## config.mk

```make
export PLATFORM = sky130hd
export DESIGN_NAME = spectrum_bar_peak_hold
export DESIGN_NICKNAME = d
export VERILOG_FILES = /design/src/rtl/core/spb_pkg.sv /design/src/rtl/core/spb_ram.sv /design/src/rtl/core/spb_datapath.sv /design/src/rtl/core/spb_ctrl.sv /design/src/rtl/core/spectrum_bar_peak_hold.sv
export SDC_FILE = /design/constraint.sdc
export NUM_CORES = 2
export LEC_CHECK = 0
export ABC_CLOCK_PERIOD_IN_PS = 9800
export BUFFER_PORTS_ARGS = -buffer_cell sky130_fd_sc_hd__clkbuf_2
export CAP_MARGIN = 20
export CORE_AREA = 2 2 423 341
export CTS_BUF_LIST = sky130_fd_sc_hd__clkbuf_8
export DETAILED_ROUTE_END_ITERATION = 10
export DIE_AREA = 0 0 425 343
export PLACE_DENSITY = 0.86
export SLEW_MARGIN = 10
export SYNTH_ARGS = -nofsm -noshare
export SYNTH_HDL_FRONTEND = slang
export SYNTH_HIERARCHICAL = 1
export SYNTH_SLANG_ARGS = --single-unit
export TNS_END_PERCENT = 50
```

## constraint.sdc

```tcl
create_clock -name clock -period 9.8 [get_ports clock]
set_clock_uncertainty 0.05 [all_clocks]
set_input_delay 1.96 -clock clock [delete_from_list [all_inputs] [get_ports clock]]
set_output_delay 1.96 -clock clock [all_outputs]
set_load 0.1 [all_outputs]
```

## src/rtl/core/spb_pkg.sv

```systemverilog
`timescale 1ns / 1ps
`default_nettype none

package spb_pkg;

   localparam int BANDS         = 32;
   localparam int BINS_PER_BAND = 8;

   localparam int BAND_AW  = (BANDS > 1) ? $clog2(BANDS) : 1;
   localparam int BAND_CW  = $clog2(BANDS + 1);
   localparam int BIN_CW   = (BINS_PER_BAND > 1) ? $clog2(BINS_PER_BAND) : 1;

   localparam int MAG_W     = 16;
   localparam int SUM_W     = 24;
   localparam int WEIGHT_W  = 19;
   localparam int DH_W      = 10;
   localparam int CFG4_W    = 4;
   localparam int FLOOR_W   = 11;
   localparam int FALL_W    = 8;
   localparam int HOLD_W    = 5;
   localparam int BAND_OUT_W = 8;
   localparam int PROD_W    = SUM_W + WEIGHT_W;
   localparam int X_W       = PROD_W + FLOOR_W;
   localparam int XFRAC_W   = 32;
   localparam int XI_W      = X_W - XFRAC_W;
   localparam int ROW_W     = 25;

   localparam int CSR_IDX_W  = 2;
   localparam int CSR_DATA_W = DH_W;

   localparam logic [CSR_IDX_W-1:0] CSR_DISPLAY_HEIGHT = 2'd0;
   localparam logic [CSR_IDX_W-1:0] CSR_HOLD_FRAMES    = 2'd1;
   localparam logic [CSR_IDX_W-1:0] CSR_PEAK_FALL_ROWS = 2'd2;

   localparam logic [DH_W-1:0]   DH_RESET  = 10'd100;
   localparam logic [CFG4_W-1:0] HF_RESET  = 4'd5;
   localparam logic [CFG4_W-1:0] PFR_RESET = 4'd3;

   localparam logic [63:0] WEIGHT_K = 64'd54511;

   typedef struct packed {
      logic [FLOOR_W-1:0] bar;
      logic [FALL_W-1:0]  fall;
      logic [FLOOR_W-1:0] peak;
      logic [HOLD_W-1:0]  hold;   // two's complement, -1..15
   } spb_rec_type;

   localparam int REC_W = $bits(spb_rec_type);

   localparam spb_rec_type REC_RESET = '{
      bar:  11'd100,
      fall: 8'd1,
      peak: 11'd100,
      hold: 5'd5
   };

   typedef enum logic [2:0] {
      ST_IDLE,
      ST_MUL_W,
      ST_MUL_F,
      ST_TARGET,
      ST_BAR,
      ST_PEAK,
      ST_OUT
   } spb_state_type;

   typedef struct packed {
      logic req_accept;
      logic load_rec;
      logic mul_floor;
      logic calc_target;
      logic calc_bar;
      logic calc_peak;
   } spb_cmd_type;

   typedef struct packed {
      logic band_done;
      logic bin_last;
   } spb_stat_type;

   // 1.2*ln(n) in Q3.16 via log2 by repeated squaring; elaboration only
   function automatic logic [WEIGHT_W-1:0] band_weight(input int unsigned n);
      int unsigned ip;
      int unsigned t;
      logic [63:0] m;
      logic [63:0] frac;
      logic [63:0] lg;
      logic [63:0] w;
      int i;
      ip = 0;
      t = n;
      frac = '0;
      for (i = 0; i < 32; i++) begin
         if (t > 1) begin
            t = t >> 1;
            ip = ip + 1;
         end
      end
      m = (64'(n) << 30) >> ip;
      for (i = 0; i < 16; i++) begin
         m = (m * m) >> 30;
         frac = frac << 1;
         if (m >= 64'h8000_0000) begin
            m = m >> 1;
            frac = frac | 64'd1;
         end
      end
      lg = (64'(ip) << 16) | frac;
      w = (lg * WEIGHT_K + 64'd32768) >> 16;
      return w[WEIGHT_W-1:0];
   endfunction

endpackage

`default_nettype wire

```

## src/rtl/core/spb_ram.sv

```systemverilog
`timescale 1ns / 1ps
`default_nettype none

module spb_ram #(
   parameter int WIDTH = 8,
   parameter int DEPTH = 32
) (
   input  wire logic                                        clock,
   input  wire logic                                        wr_en,
   input  wire logic [((DEPTH > 1) ? $clog2(DEPTH) : 1)-1:0] wr_addr,
   input  wire logic [WIDTH-1:0]                            wr_data,
   input  wire logic [((DEPTH > 1) ? $clog2(DEPTH) : 1)-1:0] rd_addr,
   output logic      [WIDTH-1:0]                            rd_data
);

   logic [WIDTH-1:0] mem [DEPTH];
   logic [WIDTH-1:0] rd_data_ff;

   always_ff @(posedge clock) begin
      if (wr_en) begin
         mem[wr_addr] <= wr_data;
      end
      rd_data_ff <= mem[rd_addr];
   end

   assign rd_data = rd_data_ff;

endmodule

`default_nettype wire

```

## src/rtl/core/spb_datapath.sv

```systemverilog
`timescale 1ns / 1ps
`default_nettype none

module spb_datapath (
   input  wire logic                                clock,
   input  wire logic                                reset,
   input  wire spb_pkg::spb_cmd_type                cmd,
   output spb_pkg::spb_stat_type                    stat,
   input  wire logic [spb_pkg::MAG_W-1:0]           req_bin_magnitude,
   input  wire logic                                req_frame_start,
   input  wire logic                                csr_we,
   input  wire logic [spb_pkg::CSR_IDX_W-1:0]       csr_index,
   input  wire logic [spb_pkg::CSR_DATA_W-1:0]      csr_wdata,
   output logic      [spb_pkg::BAND_OUT_W-1:0]      rsp_band_index,
   output logic      [spb_pkg::FLOOR_W-1:0]         rsp_bar_top_row,
   output logic      [spb_pkg::FLOOR_W-1:0]         rsp_peak_row,
   output logic                                     rsp_last_band
);

   // configuration
   logic [spb_pkg::DH_W-1:0]   dh_ff,  dh_in;
   logic [spb_pkg::CFG4_W-1:0] hf_ff,  hf_in;
   logic [spb_pkg::CFG4_W-1:0] pfr_ff, pfr_in;

   // accumulator
   logic [spb_pkg::BIN_CW-1:0]  bin_cnt_ff,  bin_cnt_in;
   logic [spb_pkg::BAND_CW-1:0] band_cnt_ff, band_cnt_in;
   logic [spb_pkg::SUM_W-1:0]   sum_ff,      sum_in;
   logic [spb_pkg::BIN_CW-1:0]  bin_base;
   logic [spb_pkg::BAND_CW-1:0] band_base;
   logic [spb_pkg::SUM_W-1:0]   sum_base;
   logic [spb_pkg::SUM_W-1:0]   sum_add;
   logic                        band_active;
   logic                        bin_at_end;
   logic                        band_done;

   // band job
   logic [spb_pkg::BAND_AW-1:0] job_band_ff, job_band_in;
   logic [spb_pkg::SUM_W-1:0]   job_sum_ff,  job_sum_in;
   spb_pkg::spb_rec_type        rec_ff,      rec_in;
   logic [spb_pkg::PROD_W-1:0]  prod_ff,     prod_in;
   logic [spb_pkg::X_W-1:0]     x_ff,        x_in;
   logic signed [spb_pkg::ROW_W-1:0] target_ff, target_in;
   logic signed [spb_pkg::ROW_W-1:0] top_ff,    top_in;
   logic [spb_pkg::FALL_W-1:0]  fs_ff,       fs_in;
   logic [spb_pkg::BANDS-1:0]   valid_ff,    valid_in;

   // result word
   logic [spb_pkg::BAND_OUT_W-1:0] out_band_ff, out_band_in;
   logic [spb_pkg::FLOOR_W-1:0]    out_bar_ff,  out_bar_in;
   logic [spb_pkg::FLOOR_W-1:0]    out_peak_ff, out_peak_in;
   logic                           out_last_ff, out_last_in;

   logic [spb_pkg::WEIGHT_W-1:0] weight_tab [spb_pkg::BANDS];
   logic [spb_pkg::FLOOR_W-1:0]  floor_row;
   logic [spb_pkg::XI_W-1:0]     xi;
   logic                         xfrac;
   logic [spb_pkg::XI_W:0]       x_sub;
   logic signed [spb_pkg::ROW_W-1:0] floor_s;
   logic signed [spb_pkg::ROW_W-1:0] bar_old_s;
   logic signed [spb_pkg::ROW_W-1:0] bar_sum_s;
   logic signed [spb_pkg::ROW_W-1:0] peak_old_s;
   logic signed [spb_pkg::ROW_W-1:0] peak_s;
   logic signed [spb_pkg::ROW_W-1:0] top_clamp_s;
   logic [spb_pkg::FALL_W-1:0]   fs_inc;
   logic [spb_pkg::HOLD_W-1:0]   hold_new;
   spb_pkg::spb_rec_type         rec_wr;
   spb_pkg::spb_rec_type         ram_rd;

   for (genvar g = 0; g < spb_pkg::BANDS; g++) begin : g_weight
      assign weight_tab[g] = spb_pkg::band_weight(32'(g + 2));
   end

   assign floor_row = spb_pkg::FLOOR_W'(dh_ff) + spb_pkg::FLOOR_W'(2);
   assign floor_s   = signed'(spb_pkg::ROW_W'(floor_row));

   // configuration writes
   always_comb begin
      dh_in  = dh_ff;
      hf_in  = hf_ff;
      pfr_in = pfr_ff;
      if (csr_we) begin
         unique case (csr_index)
            spb_pkg::CSR_DISPLAY_HEIGHT: dh_in  = csr_wdata;
            spb_pkg::CSR_HOLD_FRAMES:    hf_in  = csr_wdata[spb_pkg::CFG4_W-1:0];
            spb_pkg::CSR_PEAK_FALL_ROWS: pfr_in = csr_wdata[spb_pkg::CFG4_W-1:0];
            default: ;
         endcase
      end
   end

   // bin accumulation
   always_comb begin
      bin_base    = req_frame_start ? '0 : bin_cnt_ff;
      band_base   = req_frame_start ? '0 : band_cnt_ff;
      sum_base    = req_frame_start ? '0 : sum_ff;
      band_active = band_base < spb_pkg::BAND_CW'(spb_pkg::BANDS);
      sum_add     = sum_base + spb_pkg::SUM_W'(req_bin_magnitude);
      bin_at_end  = bin_base == spb_pkg::BIN_CW'(spb_pkg::BINS_PER_BAND - 1);
      band_done   = cmd.req_accept && band_active && bin_at_end;

      bin_cnt_in  = bin_cnt_ff;
      band_cnt_in = band_cnt_ff;
      sum_in      = sum_ff;
      job_band_in = job_band_ff;
      job_sum_in  = job_sum_ff;
      if (cmd.req_accept) begin
         bin_cnt_in  = bin_base;
         band_cnt_in = band_base;
         sum_in      = sum_base;
         if (band_active) begin
            if (bin_at_end) begin
               bin_cnt_in  = '0;
               sum_in      = '0;
               band_cnt_in = band_base + spb_pkg::BAND_CW'(1);
               job_band_in = band_base[spb_pkg::BAND_AW-1:0];
               job_sum_in  = sum_add;
            end else begin
               bin_cnt_in = bin_base + spb_pkg::BIN_CW'(1);
               sum_in     = sum_add;
            end
         end
      end
   end

   assign stat.band_done = band_done;
   assign stat.bin_last  = bin_cnt_ff == spb_pkg::BIN_CW'(spb_pkg::BINS_PER_BAND - 1);

   // per-band math
   always_comb begin
      rec_in  = valid_ff[job_band_ff] ? ram_rd : spb_pkg::REC_RESET;
      prod_in = spb_pkg::PROD_W'(job_sum_ff) * spb_pkg::PROD_W'(weight_tab[job_band_ff]);
      x_in    = spb_pkg::X_W'(prod_ff) * spb_pkg::X_W'(floor_row);

      // target row: floor minus scaled level, truncated toward zero
      xi        = x_ff[spb_pkg::X_W-1:spb_pkg::XFRAC_W];
      xfrac     = |x_ff[spb_pkg::XFRAC_W-1:0];
      x_sub     = (xi >= spb_pkg::XI_W'(floor_row)) ? {1'b0, xi}
                : {1'b0, xi} + (spb_pkg::XI_W + 1)'(xfrac);
      target_in = floor_s - signed'(spb_pkg::ROW_W'(x_sub));

      // bar: jump up at once, else fall with growing step
      bar_old_s = signed'(spb_pkg::ROW_W'(rec_ff.bar));
      fs_inc    = (rec_ff.fall == '1) ? rec_ff.fall : rec_ff.fall + spb_pkg::FALL_W'(1);
      bar_sum_s = bar_old_s + signed'(spb_pkg::ROW_W'(fs_inc));
      if (target_ff < bar_old_s) begin
         top_in = target_ff;
         fs_in  = spb_pkg::FALL_W'(2);
      end else begin
         top_in = (bar_sum_s > floor_s) ? floor_s : bar_sum_s;
         fs_in  = fs_inc;
      end

      // peak marker
      peak_old_s = signed'(spb_pkg::ROW_W'(rec_ff.peak));
      if (top_ff < peak_old_s) begin
         peak_s   = (top_ff > signed'(spb_pkg::ROW_W'(0)))
                  ? top_ff - signed'(spb_pkg::ROW_W'(1)) : '0;
         hold_new = spb_pkg::HOLD_W'(hf_ff);
      end else begin
         hold_new = (rec_ff.hold == '1) ? rec_ff.hold
                  : rec_ff.hold - spb_pkg::HOLD_W'(1);
         peak_s   = hold_new[spb_pkg::HOLD_W-1]
                  ? peak_old_s + signed'(spb_pkg::ROW_W'(pfr_ff)) : peak_old_s;
         if (peak_s > floor_s) begin
            peak_s = floor_s;
         end
      end

      priority if (top_ff < signed'(spb_pkg::ROW_W'(0))) begin
         top_clamp_s = '0;
      end else if (top_ff > floor_s) begin
         top_clamp_s = floor_s;
      end else begin
         top_clamp_s = top_ff;
      end

      rec_wr.bar  = top_clamp_s[spb_pkg::FLOOR_W-1:0];
      rec_wr.fall = fs_ff;
      rec_wr.peak = peak_s[spb_pkg::FLOOR_W-1:0];
      rec_wr.hold = hold_new;

      valid_in = valid_ff;
      if (cmd.calc_peak) begin
         valid_in[job_band_ff] = 1'b1;
      end

      out_band_in = spb_pkg::BAND_OUT_W'(job_band_ff);
      out_bar_in  = rec_wr.bar;
      out_peak_in = rec_wr.peak;
      out_last_in = job_band_ff == spb_pkg::BAND_AW'(spb_pkg::BANDS - 1);
   end

   spb_ram #(
      .WIDTH (spb_pkg::REC_W),
      .DEPTH (spb_pkg::BANDS)
   ) u_band_ram (
      .clock   (clock),
      .wr_en   (cmd.calc_peak),
      .wr_addr (job_band_ff),
      .wr_data (rec_wr),
      .rd_addr (band_base[spb_pkg::BAND_AW-1:0]),
      .rd_data (ram_rd)
   );

   always_ff @(posedge clock) begin
      if (reset) begin
         dh_ff       <= spb_pkg::DH_RESET;
         hf_ff       <= spb_pkg::HF_RESET;
         pfr_ff      <= spb_pkg::PFR_RESET;
         bin_cnt_ff  <= '0;
         band_cnt_ff <= '0;
         sum_ff      <= '0;
         valid_ff    <= '0;
      end else begin
         dh_ff       <= dh_in;
         hf_ff       <= hf_in;
         pfr_ff      <= pfr_in;
         bin_cnt_ff  <= bin_cnt_in;
         band_cnt_ff <= band_cnt_in;
         sum_ff      <= sum_in;
         valid_ff    <= valid_in;
      end
   end

   always_ff @(posedge clock) begin
      job_band_ff <= job_band_in;
      job_sum_ff  <= job_sum_in;
      if (cmd.load_rec) begin
         rec_ff  <= rec_in;
         prod_ff <= prod_in;
      end
      if (cmd.mul_floor) begin
         x_ff <= x_in;
      end
      if (cmd.calc_target) begin
         target_ff <= target_in;
      end
      if (cmd.calc_bar) begin
         top_ff <= top_in;
         fs_ff  <= fs_in;
      end
      if (cmd.calc_peak) begin
         out_band_ff <= out_band_in;
         out_bar_ff  <= out_bar_in;
         out_peak_ff <= out_peak_in;
         out_last_ff <= out_last_in;
      end
   end

   assign rsp_band_index  = out_band_ff;
   assign rsp_bar_top_row = out_bar_ff;
   assign rsp_peak_row    = out_peak_ff;
   assign rsp_last_band   = out_last_ff;

endmodule

`default_nettype wire

```

## src/rtl/core/spb_ctrl.sv

```systemverilog
`timescale 1ns / 1ps
`default_nettype none

module spb_ctrl (
   input  wire logic                  clock,
   input  wire logic                  reset,
   input  wire logic                  req_valid,
   output logic                       req_ready,
   output logic                       rsp_valid,
   input  wire logic                  rsp_ready,
   input  wire spb_pkg::spb_stat_type stat,
   output spb_pkg::spb_cmd_type       cmd
);

   spb_pkg::spb_state_type state_ff, state_in;

   always_ff @(posedge clock) begin
      if (reset) begin
         state_ff <= spb_pkg::ST_IDLE;
      end else begin
         state_ff <= state_in;
      end
   end

   always_comb begin
      state_in = state_ff;
      // a band-closing word waits until the previous band is delivered
      req_ready = (state_ff == spb_pkg::ST_IDLE) || !stat.bin_last;
      rsp_valid = 1'b0;
      cmd       = '0;
      cmd.req_accept = req_valid && req_ready;
      unique case (state_ff)
         spb_pkg::ST_IDLE: begin
            if (stat.band_done) begin
               state_in = spb_pkg::ST_MUL_W;
            end
         end
         spb_pkg::ST_MUL_W: begin
            cmd.load_rec = 1'b1;
            state_in     = spb_pkg::ST_MUL_F;
         end
         spb_pkg::ST_MUL_F: begin
            cmd.mul_floor = 1'b1;
            state_in      = spb_pkg::ST_TARGET;
         end
         spb_pkg::ST_TARGET: begin
            cmd.calc_target = 1'b1;
            state_in        = spb_pkg::ST_BAR;
         end
         spb_pkg::ST_BAR: begin
            cmd.calc_bar = 1'b1;
            state_in     = spb_pkg::ST_PEAK;
         end
         spb_pkg::ST_PEAK: begin
            cmd.calc_peak = 1'b1;
            state_in      = spb_pkg::ST_OUT;
         end
         spb_pkg::ST_OUT: begin
            rsp_valid = 1'b1;
            if (rsp_ready) begin
               state_in = spb_pkg::ST_IDLE;
            end
         end
         default: begin
            state_in = spb_pkg::ST_IDLE;
         end
      endcase
   end

endmodule

`default_nettype wire

```

## src/rtl/core/spectrum_bar_peak_hold.sv

```systemverilog
// Spectrum analyzer bars with falloff and peak hold.
// req channel: one FFT bin magnitude word per handshake; req_frame_start
// marks the first bin of a frame. Every 8 bins close one band, 32 bands
// make a frame; bins past the last band are dropped until the next frame.
// rsp channel: one word per closed band with band index, bar top row,
// peak marker row and a last-band flag.
// The result word is worked out in states MUL_W, MUL_F, TARGET, BAR and
// PEAK of a shared multiply/update sequence and is offered in OUT. Bins
// are taken one per cycle, but a band's last bin is held off until the
// previous band's word has been taken, so at 8 bins per band the input
// runs at one word a cycle while rsp_ready stays high.
// A stalled receiver holds the result word; bin words keep being taken
// until the next band is about to close.
// Reset clears the counters, loads the register defaults (height 100,
// hold 5, fall 3) and marks every band's state as fresh (bar and peak at
// row 100, fall step 1, hold count 5). csr writes act at once.
`timescale 1ns / 1ps
`default_nettype none

module spectrum_bar_peak_hold (
   input  wire logic                                clock,
   input  wire logic                                reset,
   input  wire logic                                req_valid,
   output logic                                     req_ready,
   input  wire logic [spb_pkg::MAG_W-1:0]           req_bin_magnitude,
   input  wire logic                                req_frame_start,
   output logic                                     rsp_valid,
   input  wire logic                                rsp_ready,
   output logic      [spb_pkg::BAND_OUT_W-1:0]      rsp_band_index,
   output logic      [spb_pkg::FLOOR_W-1:0]         rsp_bar_top_row,
   output logic      [spb_pkg::FLOOR_W-1:0]         rsp_peak_row,
   output logic                                     rsp_last_band,
   input  wire logic                                csr_we,
   input  wire logic [spb_pkg::CSR_IDX_W-1:0]       csr_index,
   input  wire logic [spb_pkg::CSR_DATA_W-1:0]      csr_wdata
);

   spb_pkg::spb_cmd_type  cmd;
   spb_pkg::spb_stat_type stat;

   spb_ctrl u_ctrl (
      .clock     (clock),
      .reset     (reset),
      .req_valid (req_valid),
      .req_ready (req_ready),
      .rsp_valid (rsp_valid),
      .rsp_ready (rsp_ready),
      .stat      (stat),
      .cmd       (cmd)
   );

   spb_datapath u_datapath (
      .clock             (clock),
      .reset             (reset),
      .cmd               (cmd),
      .stat              (stat),
      .req_bin_magnitude (req_bin_magnitude),
      .req_frame_start   (req_frame_start),
      .csr_we            (csr_we),
      .csr_index         (csr_index),
      .csr_wdata         (csr_wdata),
      .rsp_band_index    (rsp_band_index),
      .rsp_bar_top_row   (rsp_bar_top_row),
      .rsp_peak_row      (rsp_peak_row),
      .rsp_last_band     (rsp_last_band)
   );

endmodule

`default_nettype wire
```

==> flow_summary_export.csv <==
group,metric,value,unit
detailed_routing,vias,60100,
pwr,ir_drop,0.163,mV
timing,min_period_over_period,88.3,%
timing,setup_viol,0,
global_route,grt_pass1_wl,358000,um
clock_tree,clockRootBuffer,"clkbuf_8",
layout,area_growth,7.39,%
clock_tree,clkLatencyLatePin,0.97,ns
clock_tree,ctsHoldBuffers,0,
global_route,first_global_vias,60900,
detailed_routing,antenna_left,0,
floorplanning,io-pin-count,67,
detailed_routing,drc_errors,0,
synth,synth_cell_types,100,
detailed_routing,wl_per_cell,24.5,um
synth,syn-cell-area,0.0916,mm2
pwr,clkPwrFrac,34.5,%
critical_path,slowest_delay,0.64,ns
critical_path,r2r_slack,1.14,ns
timing,worst_pin_slew,1.15,ns
clock_tree,cts.clk_slew.worst_paths,0.07,ns
critical_path,start_kind,"flip-flop",
timing,hold_slack,0.402,ns
floorplanning,die_x,425,um
floorplanning,start_util,64.6,%
critical_path,r2r.worst_path.cells,28,
timing,setup_tns,0,ns
global_route,grt_max_degree,125,
critical_path,cp_data_arrival_time,9.31,ns
worst_hold_path,hold_path_depth,2,
timing,final.min_clock_period,8.66,ns
synth,ys_seq_area_share,47.4,%
clock_tree,clock_sinks,1486,
synth,synth_edf_count,1365,
critical_path,reg2reg_to,"u_datapath/prod_ff[42]",
timing,max_freq,0.115,GHz
flow_run,drv_cap,0,
critical_path,crit_slowest_cell,"o21ai_1",
placement,hpwlAfterDp,148000,um
synth,syn_avg_cell_area,12.2,um2
critical_path,path_class,"flip-flop to flip-flop",
detailed_routing,firstDrtPassIters,7,
timing,relSlewSlack,23.2,%
pwr,totalPowerFinal,0.0146,W
placement,port_buffers,63,
detailed_routing,drt_iter0_drc,7011,
status,status,"complete, no violations",
floorplanning,die_area,0.146,mm2
placement,placed_area,0.0938,mm2
global_route,overflow,0,
synth,synthArstFlopShare,0,%
critical_path,r2r-start,"u_datapath/job_band_ff[1]",
pwr,powerDensity,149,mW/mm2
floorplanning,fp-row-count,124,
clock_tree,post_cts_buffers,0,
critical_path,worstPathRequired,10.45,ns
placement,place.gp.congestion,0.958,
synth,yosys_warnings,6,
detailed_routing,drt-total-wl,235000,um
clock_tree,cts_resized,0,
detailed_routing,vias_per_cell,6.26,
clock_tree,cts_buffers,216,
pwr,p_seq_share,47.7,%
layout,layout-drive-gt1-share,8.84,%
synth,ys_ff_latch,1486,
global_route,antenna_found_initial,5,
floorplanning,die-height,343,um
critical_path,crit_top_cell,"fa_1",
layout,final_area,0.0983,mm2
critical_path,crit_path_end_kind,"flip-flop",
worst_hold_path,holdCritPathClass,"flip-flop to flip-flop",
floorplanning,core_area,0.142,mm2
synth,syn-instance-count,7508,
timing,hold_viol_final,0,
clock_tree,cts_tree,"built",
worst_hold_path,min_from,"u_datapath/sum_ff[0]",
synth,synth_ff_type,"edfxtp_1",
pwr,p_leak,37.1,nW
global_route,grt.total_usage,32.5,%
layout,fin_nets,8630,
clock_tree,cts-htree-levels,4,
pwr,sw_frac_of_total,27.9,%
pwr,switchingPower,0.00408,W
pwr,p_comb_share,17.8,%
pwr,p_int,0.0105,W
worst_hold_path,hold_end,"u_datapath/sum_ff[0]",
timing,slew_violations,0,
clock_tree,cts_max_path_buffers,3,
timing,grt_setup_unrepaired,"false",
critical_path,path_max_fanout,17,
## routing by layer
| metal | up-vias | wire [um] | track usage [%] | part of all wire (%) |
|---|---|---|---|---|
| met1 | 29900 | 90200 | 45.5 | 38 |
| met4 | 4 | 7690 | 11.1 | 3.3 |
| met2 | 3850 | 104000 | 48.6 | 44 |
| met3 | 556 | 32600 | 9.99 | 14 |
| li1 | 25700 | - | - | - |
| met5 | - | 27 | 0 | 0.011 |
## how the worst max path moves through the flow
stage                        endpoint  slack [ns]  depth (start not counted)                       from
6_report       u_datapath/prod_ff[42]        1.14                         28  u_datapath/job_band_ff[1]
5_1_grt        u_datapath/prod_ff[42]        0.71                         28  u_datapath/job_band_ff[1]
4_1_cts        u_datapath/prod_ff[42]        1.24                         25  u_datapath/job_band_ff[2]
3_5_place_dp   u_datapath/prod_ff[42]        1.25                         25  u_datapath/job_band_ff[2]
3_3_place_gp   u_datapath/prod_ff[42]        1.37                         26  u_datapath/job_band_ff[2]
2_1_floorplan  u_datapath/prod_ff[42]        1.95                         32  u_datapath/job_band_ff[0]
## critical path, delay by kind of cell (launching register included)
| kind | cells | cell delay [ns] |
|---|---|---|
| compound gates | 10 | 2.64 |
| xor+xnor | 1 | 0.08 |
| fa+ha+maj | 8 | 3.90 |
| buf+inv | 6 | 0.99 |
| flops | 1 | 0.32 |
| simple gates | 3 | 0.44 |
## registers in the layout, indices dropped and copies added, names as in the netlist, 4 cells and up
name	count
u_datapath/target_ff	24
u_datapath/rsp_band_index	5
u_datapath/u_band_ram/mem	1120
u_datapath/prod_ff	43
u_datapath/x_ff	54
u_datapath/rsp_bar_top_row	11
u_datapath/bar_old_s	11
u_datapath/sum_ff	24
u_datapath/u_band_ram/rd_data	35
u_datapath/peak_old_s	11
u_datapath/hf_ff	4
u_datapath/job_band_ff	5
u_datapath/valid_ff	32
u_datapath/rsp_peak_row	11
u_datapath/top_ff	24
u_datapath/rec_ff	13
u_datapath/pfr_ff	4
u_datapath/job_sum_ff	24
u_datapath/fs_ff	8
u_datapath/dh_ff	10
u_datapath/band_cnt_ff	6
## final cells by class
class	instances	area, um2
well taps	1890	2360
diodes	2	5.00
fillers	9354	43500
clock inverters	180	1270
repair buffers	200	1540
clock buffers	230	3170
multi-input cells	4769	43400
flip-flops and latches	1486	43400
inverters	841	3160
## metrics by stage
step / util [%] / worst slack, ns / cells
2_1_floorplan: - / 1.95 / 7510
3_3_place_gp: 66.1 / 1.37 / 9173
3_5_place_dp: 66.1 / 1.25 / 9179
4_1_cts: 69.3 / 1.24 / 9589
5_1_grt: 69.3 / 0.709 / 9597
6_report: 69.4 / 1.14 / 9598
## cell usage after synthesis (all sizes together), types with 5 or more instances
library cell	n	share of area, %
o21bai	20	0.16
o21ai	117	0.65
edfxtp	1365	45
fa	745	16
or3	11	0.077
o21a	28	0.23
a21o	70	0.57
nor3b	8	0.066
dfxtp	121	2.6
mux2	14	0.17
mux2i	596	6.5
or2	16	0.11
buf	174	1.4
a21boi	11	0.090
nand3	157	0.86
o31ai	9	0.11
o22ai	13	0.089
a21oi	318	1.8
xor2	57	0.55
a22o	72	0.69
nand3b	13	0.11
mux4	11	0.27
and3	23	0.16
a2111oi	7	0.081
a22oi	118	0.97
inv	840	3.4
clkbuf	240	0.99
or4	6	0.052
or3b	5	0.048
nor4	24	0.18
ha	337	4.6
nor2	217	0.89
nor3	81	0.52
and2	382	2.6
nand4	36	0.25
nor2b	159	1.1
xnor2	121	1.2
nand2	768	3.2
nand2b	35	0.24
a211oi	24	0.23
a31oi	60	0.41
o2111ai	8	0.077
o211ai	21	0.17
## power groups by stage
| stage | clock, W | sequential (W) | combinational (W) |
|---|---|---|---|
| after floorplan | 0 | 0.00711 | 0.00196 |
| after global placement | 0 | 0.00711 | 0.00247 |
| after detailed placement | 0 | 0.00711 | 0.00255 |
| after CTS | 0.00510 | 0.00697 | 0.00257 |
| after global routing | 0.00537 | 0.00697 | 0.00289 |
| final | 0.00504 | 0.00697 | 0.00260 |
## placed cells by master (no fill, tap or decap), drive strengths merged, types with 14 or more instances in the layout
cell type and instances:
a211oi 24, a21o 70, a21oi 318, a22o 72, a22oi 118, a31oi 60
and2 382, and3 23, buf 138, clkbuf 292, clkinv 100, dfxtp 121
edfxtp 1365, fa 745, ha 337, inv 901, mux2 14, mux2i 596
nand2 768, nand2b 35, nand3 157, nand4 36, nor2 217, nor2b 159
nor3 81, nor4 24, o211ai 21, o21a 28, o21ai 117, o21bai 20
or2 16, xnor2 121, xor2 57
## logic make-up after synthesis
| group | share of synthesized area, % |
|---|---|
| compound gates | 6.66 |
| xor+xnor | 1.70 |
| mux | 6.97 |
| fa+ha+maj | 20.9 |
| flops | 47.4 |
| simple gates | 10.5 |
| buf+inv | 5.82 |
| other cells | 0.00410 |
(Power assumes the default switching activity.)
